### config.mk
export PLATFORM = sky130hd
export DESIGN_NAME = miller_rabin_witness_test_top
export DESIGN_NICKNAME = d
export VERILOG_FILES = /design/src/design/mrw_pkg.sv /design/src/design/mrw_modmul.sv /design/src/design/miller_rabin_witness_test_top.sv
export SDC_FILE = /design/constraint.sdc
export NUM_CORES = 2
export LEC_CHECK = 0
export BUFFER_PORTS_ARGS = -buffer_cell sky130_fd_sc_hd__buf_2
export CORE_MARGIN = 5
export CORE_UTILIZATION = 50
export CTS_BUF_LIST = sky130_fd_sc_hd__clkbuf_4
export DETAILED_ROUTE_END_ITERATION = 7
export HOLD_SLACK_MARGIN = 0.1
export PLACE_DENSITY_LB_ADDON = 0.25
export SLEW_MARGIN = 25
export SYNTH_ARGS = -nofsm -noshare
export SYNTH_HDL_FRONTEND = slang
export SYNTH_SLANG_ARGS = --single-unit
### constraint.sdc
create_clock -name clk -period 6.47 [get_ports clk]
set_clock_uncertainty 0.2 [all_clocks]
set_input_delay 0.647 -clock clk [delete_from_list [all_inputs] [get_ports clk]]
set_output_delay 0.647 -clock clk [all_outputs]
set_load 0.005 [all_outputs]
### src/design/mrw_pkg.sv
// Shared constants for the Miller-Rabin witness test block.
// No dependencies.
`default_nettype none
package mrw_pkg;

	localparam int NUM_WIDTH = 62;
	localparam int CNT_WIDTH = $clog2(NUM_WIDTH);

	typedef logic [NUM_WIDTH-1:0] num_t;
	typedef logic [1:0] verdict_t;

	localparam verdict_t VERDICT_NOT_PRIME = 2'd0;
	localparam verdict_t VERDICT_IS_TWO    = 2'd1;
	localparam verdict_t VERDICT_COMPOSITE = 2'd2;
	localparam verdict_t VERDICT_PASSES    = 2'd3;

endpackage
`default_nettype wire

### src/design/mrw_modmul.sv
// Bit-serial shift-add modular multiplier: one multiplier bit per cycle.
// Depends on mrw_pkg.
`default_nettype none
module mrw_modmul (
	input  wire logic          clk,
	input  wire logic          arst_n,
	input  wire logic          start,
	input  wire mrw_pkg::num_t mul_p,
	input  wire mrw_pkg::num_t mul_q,
	input  wire mrw_pkg::num_t modulus,
	output logic               done,
	output mrw_pkg::num_t      product
);
	import mrw_pkg::*;

	logic                 running_q;
	num_t                 acc_q;
	num_t                 p_q;
	num_t                 q_q;
	logic [NUM_WIDTH:0]   sum;
	logic [NUM_WIDTH:0]   dbl;
	logic [NUM_WIDTH:0]   mod_ext;
	num_t                 sum_red;
	num_t                 dbl_red;

	always_comb begin
		mod_ext = {1'b0, modulus};
		sum     = {1'b0, acc_q} + {1'b0, p_q};
		dbl     = {p_q, 1'b0};
		sum_red = (sum >= mod_ext) ? NUM_WIDTH'(sum - mod_ext) : sum[NUM_WIDTH-1:0];
		dbl_red = (dbl >= mod_ext) ? NUM_WIDTH'(dbl - mod_ext) : dbl[NUM_WIDTH-1:0];
	end

	assign done    = running_q && (q_q == '0);
	assign product = acc_q;

	always_ff @(posedge clk or negedge arst_n) begin
		if (!arst_n) begin
			running_q <= 1'b0;
		end else if (start) begin
			running_q <= 1'b1;
		end else if (done) begin
			running_q <= 1'b0;
		end
	end

	always_ff @(posedge clk) begin
		if (start) begin
			acc_q <= '0;
			p_q   <= mul_p;
			q_q   <= mul_q;
		end else if (running_q && q_q != '0) begin
			if (q_q[0]) begin
				acc_q <= sum_red;
			end
			p_q <= dbl_red;
			q_q <= q_q >> 1;
		end
	end

endmodule
`default_nettype wire

### src/design/miller_rabin_witness_test_top.sv
// Miller-Rabin witness test, top level: sequencer around one modular multiplier.
// Depends on mrw_pkg and mrw_modmul.
`default_nettype none
// One candidate and one base per word; start is taken while busy is low and
// the verdict comes with a one-cycle done strobe that cannot be held off.
// Trivial candidates (below two, two, even) answer in the cycle after start.
// Odd candidates first split off powers of two, then run each modular
// product through the single bit-serial multiplier: one base reduction,
// about 1.5 products per bit of d and one per squaring.
module miller_rabin_witness_test_top (
	input  wire logic          clk,
	input  wire logic          arst_n,
	input  wire logic          start,
	output logic               busy,
	input  wire mrw_pkg::num_t candidate,
	input  wire mrw_pkg::num_t witness_base,
	output mrw_pkg::verdict_t  verdict,
	output logic               done
);
	import mrw_pkg::*;

	typedef enum logic [2:0] {
		ST_IDLE,
		ST_SPLIT,
		ST_REDUCE,
		ST_POW,
		ST_POW_MUL,
		ST_POW_SQ,
		ST_SQR
	} state_t;

	state_t               state_q;
	num_t                 n_q;
	num_t                 a_q;
	num_t                 d_q;
	num_t                 acc_q;
	num_t                 base_q;
	num_t                 x_q;
	logic [CNT_WIDTH-1:0] r_q;
	logic                 mul_go_q;
	num_t                 op_p_q;
	num_t                 op_q_q;
	verdict_t             verdict_q;
	logic                 done_q;
	logic                 mul_done;
	num_t                 mul_prod;
	num_t                 n_minus1;

	mrw_modmul u_modmul (
		.clk     (clk),
		.arst_n  (arst_n),
		.start   (mul_go_q),
		.mul_p   (op_p_q),
		.mul_q   (op_q_q),
		.modulus (n_q),
		.done    (mul_done),
		.product (mul_prod)
	);

	assign n_minus1 = n_q - NUM_WIDTH'(1);
	assign busy     = (state_q != ST_IDLE);
	assign verdict  = verdict_q;
	assign done     = done_q;

	always_ff @(posedge clk or negedge arst_n) begin
		if (!arst_n) begin
			state_q   <= ST_IDLE;
			mul_go_q  <= 1'b0;
			done_q    <= 1'b0;
			verdict_q <= VERDICT_NOT_PRIME;
			n_q       <= '0;
			a_q       <= '0;
			d_q       <= '0;
			acc_q     <= '0;
			base_q    <= '0;
			x_q       <= '0;
			r_q       <= '0;
			op_p_q    <= '0;
			op_q_q    <= '0;
		end else begin
			mul_go_q <= 1'b0;
			done_q   <= 1'b0;
			unique case (state_q)
				ST_IDLE: begin
					if (start) begin
						n_q <= candidate;
						a_q <= witness_base;
						if (candidate < NUM_WIDTH'(2)) begin
							verdict_q <= VERDICT_NOT_PRIME;
							done_q    <= 1'b1;
						end else if (candidate == NUM_WIDTH'(2)) begin
							verdict_q <= VERDICT_IS_TWO;
							done_q    <= 1'b1;
						end else if (!candidate[0]) begin
							verdict_q <= VERDICT_NOT_PRIME;
							done_q    <= 1'b1;
						end else begin
							d_q     <= {candidate[NUM_WIDTH-1:1], 1'b0};
							r_q     <= '0;
							state_q <= ST_SPLIT;
						end
					end
				end
				ST_SPLIT: begin
					if (!d_q[0]) begin
						d_q <= d_q >> 1;
						r_q <= r_q + CNT_WIDTH'(1);
					end else begin
						// base mod n: sum of its set bits' powers of two mod n
						op_p_q   <= NUM_WIDTH'(1);
						op_q_q   <= a_q;
						mul_go_q <= 1'b1;
						state_q  <= ST_REDUCE;
					end
				end
				ST_REDUCE: begin
					if (mul_done) begin
						base_q  <= mul_prod;
						acc_q   <= NUM_WIDTH'(1);
						state_q <= ST_POW;
					end
				end
				ST_POW: begin
					if (d_q == '0) begin
						x_q      <= acc_q;
						op_p_q   <= acc_q;
						op_q_q   <= acc_q;
						mul_go_q <= 1'b1;
						state_q  <= ST_SQR;
					end else if (d_q[0]) begin
						op_p_q   <= acc_q;
						op_q_q   <= base_q;
						mul_go_q <= 1'b1;
						state_q  <= ST_POW_MUL;
					end else begin
						op_p_q   <= base_q;
						op_q_q   <= base_q;
						mul_go_q <= 1'b1;
						state_q  <= ST_POW_SQ;
					end
				end
				ST_POW_MUL: begin
					if (mul_done) begin
						acc_q    <= mul_prod;
						op_p_q   <= base_q;
						op_q_q   <= base_q;
						mul_go_q <= 1'b1;
						state_q  <= ST_POW_SQ;
					end
				end
				ST_POW_SQ: begin
					if (mul_done) begin
						base_q  <= mul_prod;
						d_q     <= d_q >> 1;
						state_q <= ST_POW;
					end
				end
				ST_SQR: begin
					if (mul_done) begin
						if (mul_prod == NUM_WIDTH'(1) && x_q != NUM_WIDTH'(1)
								&& x_q != n_minus1) begin
							// nontrivial square root of one
							verdict_q <= VERDICT_COMPOSITE;
							done_q    <= 1'b1;
							state_q   <= ST_IDLE;
						end else if (r_q == CNT_WIDTH'(1)) begin
							verdict_q <= (mul_prod == NUM_WIDTH'(1)) ?
								VERDICT_PASSES : VERDICT_COMPOSITE;
							done_q    <= 1'b1;
							state_q   <= ST_IDLE;
						end else begin
							x_q      <= mul_prod;
							r_q      <= r_q - CNT_WIDTH'(1);
							op_p_q   <= mul_prod;
							op_q_q   <= mul_prod;
							mul_go_q <= 1'b1;
						end
					end
				end
				default: begin
					state_q <= ST_IDLE;
				end
			endcase
		end
	end

endmodule
`default_nettype wire
* After elaboration in Yosys (flattened, before gate mapping)
Cells that the tools add are included.
** Word-level totals
- Bits in registers :: 696
- Input bits :: 127
- Output and inout port bits :: 4
- Word-level logic and storage cells :: 159
** Operators by class
- Add/sub/neg operators :: 6
- $lt $le $gt $ge :: 3
- Equal/unequal tests :: 27
- Mux-type cells :: 76
- Reductions and logical operators :: 29
** Operator list (number)
- $mux 62 :: 24
- $pmux 62 s4 :: 2
- $pmux 62 s2 :: 2
- $pmux 62 s3 :: 1
- $ge 63x62->1 :: 2
- $logic_not 62->1 :: 2
- $sub 62x62->62 :: 2
- $add 62x62->63 :: 1
- $eq 62x1->1 const B :: 1
- $eq 62x2->1 const B :: 1
- $lt 62x2->1 const B :: 1
- $ne 62x1->1 const B :: 1
- $ne 62x62->1 :: 1
- $reduce_bool 62->1 :: 1
- $sub 62x1->62 const B :: 1
- $mux 6 :: 8
- $mux 3 :: 10
- $ne 2x2->1 const B :: 13
- $pmux 3 s6 :: 1
- $pmux 6 s3 :: 1
- $reduce_and 9->1 :: 2
- $mux 1 :: 16
- $mux 2 :: 8
- $reduce_and 6->1 :: 2
- other kinds (22) :: 37

* Logic depth before layout (Yosys ltp)
- Word-level depth :: 6
- Depth in mapped cells :: 27

* By module
From an unflattened synthesis, not the netlist that was laid out.
** Second synthesis, totals
- Cell total of the unflattened synthesis :: 4731
- Area, all modules :: 45680.1 um2
** By module, submodules not included
- miller_rabin_witness_test_top :: times used 1, cells each 2296, area each 25938.6 um2
- mrw_modmul :: times used 1, cells each 2435, area each 19741.4 um2

* Least setup slack after synthesis
Ideal clock, no wire load.
- Path type :: register -> register
- Start point :: reg u_modmul.p_q[0]
- End point :: reg u_modmul.acc_q[20], in the netlist u_modmul.product[20]
- Setup time :: 0.074 ns
- Arrival time :: 5.887 ns
- Required time :: 6.196 ns
- Slack :: 0.308 ns
- Cell stages (with the launch flop) :: 28
- Path buffers :: 2
- Period minus slack after synthesis :: 6.162 ns
- Path through :: edfxtp_1 > ha_1 > inv_1 > fa_1 > nand2b_1 > a211oi_1 > o311a_1 > o31ai_1 > o21ai_0 > a211o_1 > a21oi_1 > o21ai_0 > mux2i_1 > or2_2 > ha_1 > a21o_1 > a21o_1 > a21oi_1 > nor2_1 > o21ai_0 > nand3b_1 > a2111oi_0 > nand2_1 > nor2_1 > clkbuf_1 > clkbuf_1 > nand2_1 > a31oi_1
** On the way
- Longest elaborated chain between the ends :: 3
** RTL lines
- start, declared :: RTL line mrw_modmul.sv:18 : num_t p_q;
- start signal, assigned :: RTL line mrw_modmul.sv:50 : p_q <= mul_p;
- start signal, assigned :: RTL line mrw_modmul.sv:56 : p_q <= dbl_red;
- $add 62x62->63 * :: RTL line mrw_modmul.sv:28 : sum = {1'b0, acc_q} + {1'b0, p_q};
- $sub 62x62->62 / $ge 63x62->1 (equally long branches) :: RTL line mrw_modmul.sv:30 : sum_red = (sum >= mod_ext) ? NUM_WIDTH'(sum - mod_ext) : sum[NUM_WIDTH-1:0];
- $mux 62 * :: RTL line mrw_modmul.sv:30
- end signal, assigned :: RTL line mrw_modmul.sv:54 : acc_q <= sum_red;
- end, declared :: RTL line mrw_modmul.sv:17 : num_t acc_q;
Every way passes the cells marked *; elsewhere a longest branch is shown, timed or not.
A chain may end at the register's enable or synchronous reset.

* Worst setup path after layout
- Start point :: reg u_modmul.p_q[0]
- End point :: reg u_modmul.acc_q[61], in the netlist u_modmul.product[61]
The elaborated chain is that of the path after synthesis.

==> impl_results.md <==
* Initial antenna violation count at 13
* CP Max Fanout at 4
* Clk sinks at 696
* Die footprint at 98,500 µm²
* CP peak stage delay at 400 ps
* Internal reg-to-reg setup slack at 260 ps
* Clk_lat worst skew at 1170 ps
* Largest net degree at the start of global routing at 145
* Core area at 91,700 µm²
* Post-synth top flop: dfrtp_1
* Ys async rst share at 73.3%
* Fmax at 161 MHz
* DR vias at 44.2k
* Final Hold Fails at 0
* Total GRT Usage at 36.5%
* Initial DRT Pass Iterations at 8
* Grt ovf at 0
* Tcrit/Tclk final at 95.9%
* Multi-input gate area at 26,800 µm²
* Slew @ Worst Pin at 1160 ps
* Ranking of synthesized cells by area: dfrtp_1 28%, edfxtp_1 8.1%, nand2_1 7.1%
* DRT iter0 DRCs at 4,685
* LEAKAGE at 0.0267 µW
* Root Buffer: clkbuf_4
* Die Y at 314 µm
* Final setup TNS at 0 ps
* Number of max-cap violations at 0
* Setup crit start: u_modmul.p_q[0]$_DFFE_PP_
* Final GP Congestion at 1.01
* CP max-delay cell: edfxtp_1
* Row Count at 111
* Synth Area per Inst at 8.96 µm²
* Post-CTS Setup Bufs at 0
* Worst Setup End Kind: flop
* Area share of the largest cell type after synthesis at 27.6%
* Syn_nets at 5,474
* Clk pin slew, worst setup/hold paths at 70 ps
* Fillers at 7,887
* PD cells at 163 nW/µm²
* Critical path startpoint category: flop
* Cell Area, Synth at 46,200 µm²
* Routed WL per cell at 25.9 µm
* Starting Density at 50.4%
* Register bit total from synthesis at 696
* Final Setup Violations at 0
* ANT nets after route at 0
* Htree depth at 4
* Layout cell share with drive strength beyond 1 at 16.1%
* Most common cell after layout, fill and taps aside: nand2_1
* DP HPWL at 132 mm
* Area Overhead vs Synth at 20.7%
* Ports at 131
* Slew HR at 22.1%
* Synth warnings at 0
* First-pass GRT wire length at 273 mm
* Minimum clock period at 6210 ps
* End of the critical path: u_modmul.product[61]$_SDFFE_PP0P_
* # DRC at 0
* PnR Total Power at 9070 µW
* Reg2reg start: u_modmul.p_q[0]$_DFFE_PP_
* Status: complete, no violations
* Cells on worst reg2reg path at 26
* CTS Buffer Depth at 3
* PortBufs at 130
* Routed wire length at 185 mm
* CP bufs+invs at 3
* Storage cell area at 17,700 µm²
* Crit path kind: flop to flop
* Worst path depth at 26
* Most frequent cells in the layout: 868 x nand2_1, 508 x dfrtp_1, 494 x o21ai_0
* Slew Viols, Final at 0
* Cell count after synthesis at 5,154
* Cell variety after synth at 85
* Post-synthesis cell type with the largest combined area: dfrtp_1
* Peak VDD IR at 0.156 mV
* Capturing point of the worst reg2reg path: u_modmul.product[61]$_SDFFE_PP0P_
* WP data arrival at 6990 ps
* Vias in the first global route at 42.9k
* Post-synth EDFFs at 124
* Die width at 314 µm
* Crit path max-delay family: compound AO/OA/AOI/OAI gates
* Required time of the critical path at 7250 ps
* TritonCTS clock tree: built
* Nets at 6,111
* Cts bufs inserted at 191
* Hold Crit Class: input port to flop
* Vias per cell at 6.20
* Sequential share of the synthesized area at 38.4%
-- registers in the layout, summed over array words and instances, names as in the netlist --
signal              flops
state_q                 3
u_modmul.product       62
done                    1
verdict                 2
a_q                    62
u_modmul.running_q      1
op_q_q                 62
mul_go_q                1
n_q                    62
r_q                     6
u_modmul.q_q           62
op_p_q                 62
acc_q                  62
x_q                    62
u_modmul.p_q           62
base_q                 62
d_q                    62
-- stage by stage --
step           std cells  hold slack (ps)  utilization (%)  area [µm²]  setup slack, ps
4_1_cts             7133              101             60.6       55500             29.4
3_3_place_gp        6407              257             53.6       49100             -348
2_1_floorplan       5154              151                -       46200              308
3_5_place_dp        6407              258             53.6       49100             -387
6_report            7141              224             60.8       55700              265
5_1_grt             7140              151             60.8       55700           -0.538
-- Yosys cell counts (12+ instances only) --
| master | instances |
|---|---|
| a211o_1 | 12 |
| a211oi_1 | 31 |
| a21o_1 | 96 |
| a21oi_1 | 271 |
| a222oi_1 | 27 |
| a22o_1 | 62 |
| a31oi_1 | 83 |
| and2_1 | 26 |
| and3_1 | 31 |
| buf_1 | 29 |
| buf_6 | 13 |
| clkbuf_1 | 235 |
| dfrtp_1 | 510 |
| dfxtp_1 | 62 |
| edfxtp_1 | 124 |
| ha_1 | 190 |
| inv_1 | 189 |
| mux2_1 | 80 |
| mux2_2 | 201 |
| mux2i_1 | 279 |
| nand2_1 | 877 |
| nand2b_1 | 32 |
| nand3_1 | 73 |
| nand4_1 | 84 |
| nor2_1 | 184 |
| nor2b_1 | 25 |
| nor3_1 | 69 |
| nor4_1 | 100 |
| o211ai_1 | 80 |
| o21a_1 | 33 |
| o21ai_0 | 497 |
| o21bai_1 | 30 |
| o221ai_1 | 17 |
| o31ai_1 | 19 |
| or2_2 | 14 |
| or3_1 | 37 |
| or4_1 | 18 |
| xnor2_1 | 142 |
| xor2_1 | 104 |
-- logic make-up after synthesis --
kind of cell | Yosys count | share of synthesized area [%]
xor gates and xnor gates | 246 | 4.67
muxes | 560 | 12.9
adders and majority gates | 193 | 5.28
and+or+nand+nor | 1619 | 16.2
buffers and inverters | 480 | 4.16
DFF | 696 | 38.4
AOI/OAI and AO/OA | 1360 | 18.4
-- what timing repair did --
item	in CTS	in global routing
hold buffers	377	0
hold endpoints to repair	638	0
pin swaps	0	7
gates resized for setup	9	28
endpoints found under the setup margin	62	62
-- power breakdown --
part	total, µW	internal (µW)	switching [µW]
clock	4360	2250	2110
combinational	279	144	135
sequential	4440	4440	0
total	9070	6830	2240
-- layer usage --
| metal | vias to the layer above | global-route usage [%] | share of wire [%] |
|---|---|---|---|
| met3 | 497 | 8.23 | 7.5 |
| met5 | - | 0 | 0.0070 |
| met1 | 21500 | 45.2 | 39 |
| li1 | 20200 | - | - |
| met2 | 2034 | 56.6 | 45 |
| met4 | 2 | 26.0 | 8.7 |
-- worst min-delay path by stage --
stage                         from  slack [ps]             endpoint  depth (start not counted)
2_1_floorplan               arst_n         150   a_q[0]$_DFFE_PN0P_                          0
3_3_place_gp   a_q[17]$_DFFE_PN0P_         260  a_q[17]$_DFFE_PN0P_                          2
3_5_place_dp   a_q[49]$_DFFE_PN0P_         260  a_q[49]$_DFFE_PN0P_                          2
4_1_cts              candidate[55]         100  n_q[55]$_DFFE_PN0P_                          4
5_1_grt              candidate[16]         150  d_q[16]$_DFFE_PN0P_                          4
6_report                     start         220       done$_DFF_PN0_                          4
-- final cells by class --
cell class,count,area share (%)
antenna,8,0.0359
sequential,696,31.8
multi-input combinational,3978,48.1
clock inverter,52,0.622
inverter,190,1.28
clock buffer,297,4.00
timing repair buffer,734,11.4
tap,1186,2.66
-- tightest hold or removal path, stage by stage --
cell and delay (ps):
dlygate4sd3_1 540, buf_2 150, nand2_2 60, o22ai_1 120
Note: power is estimated with default switching activity, not from simulation.
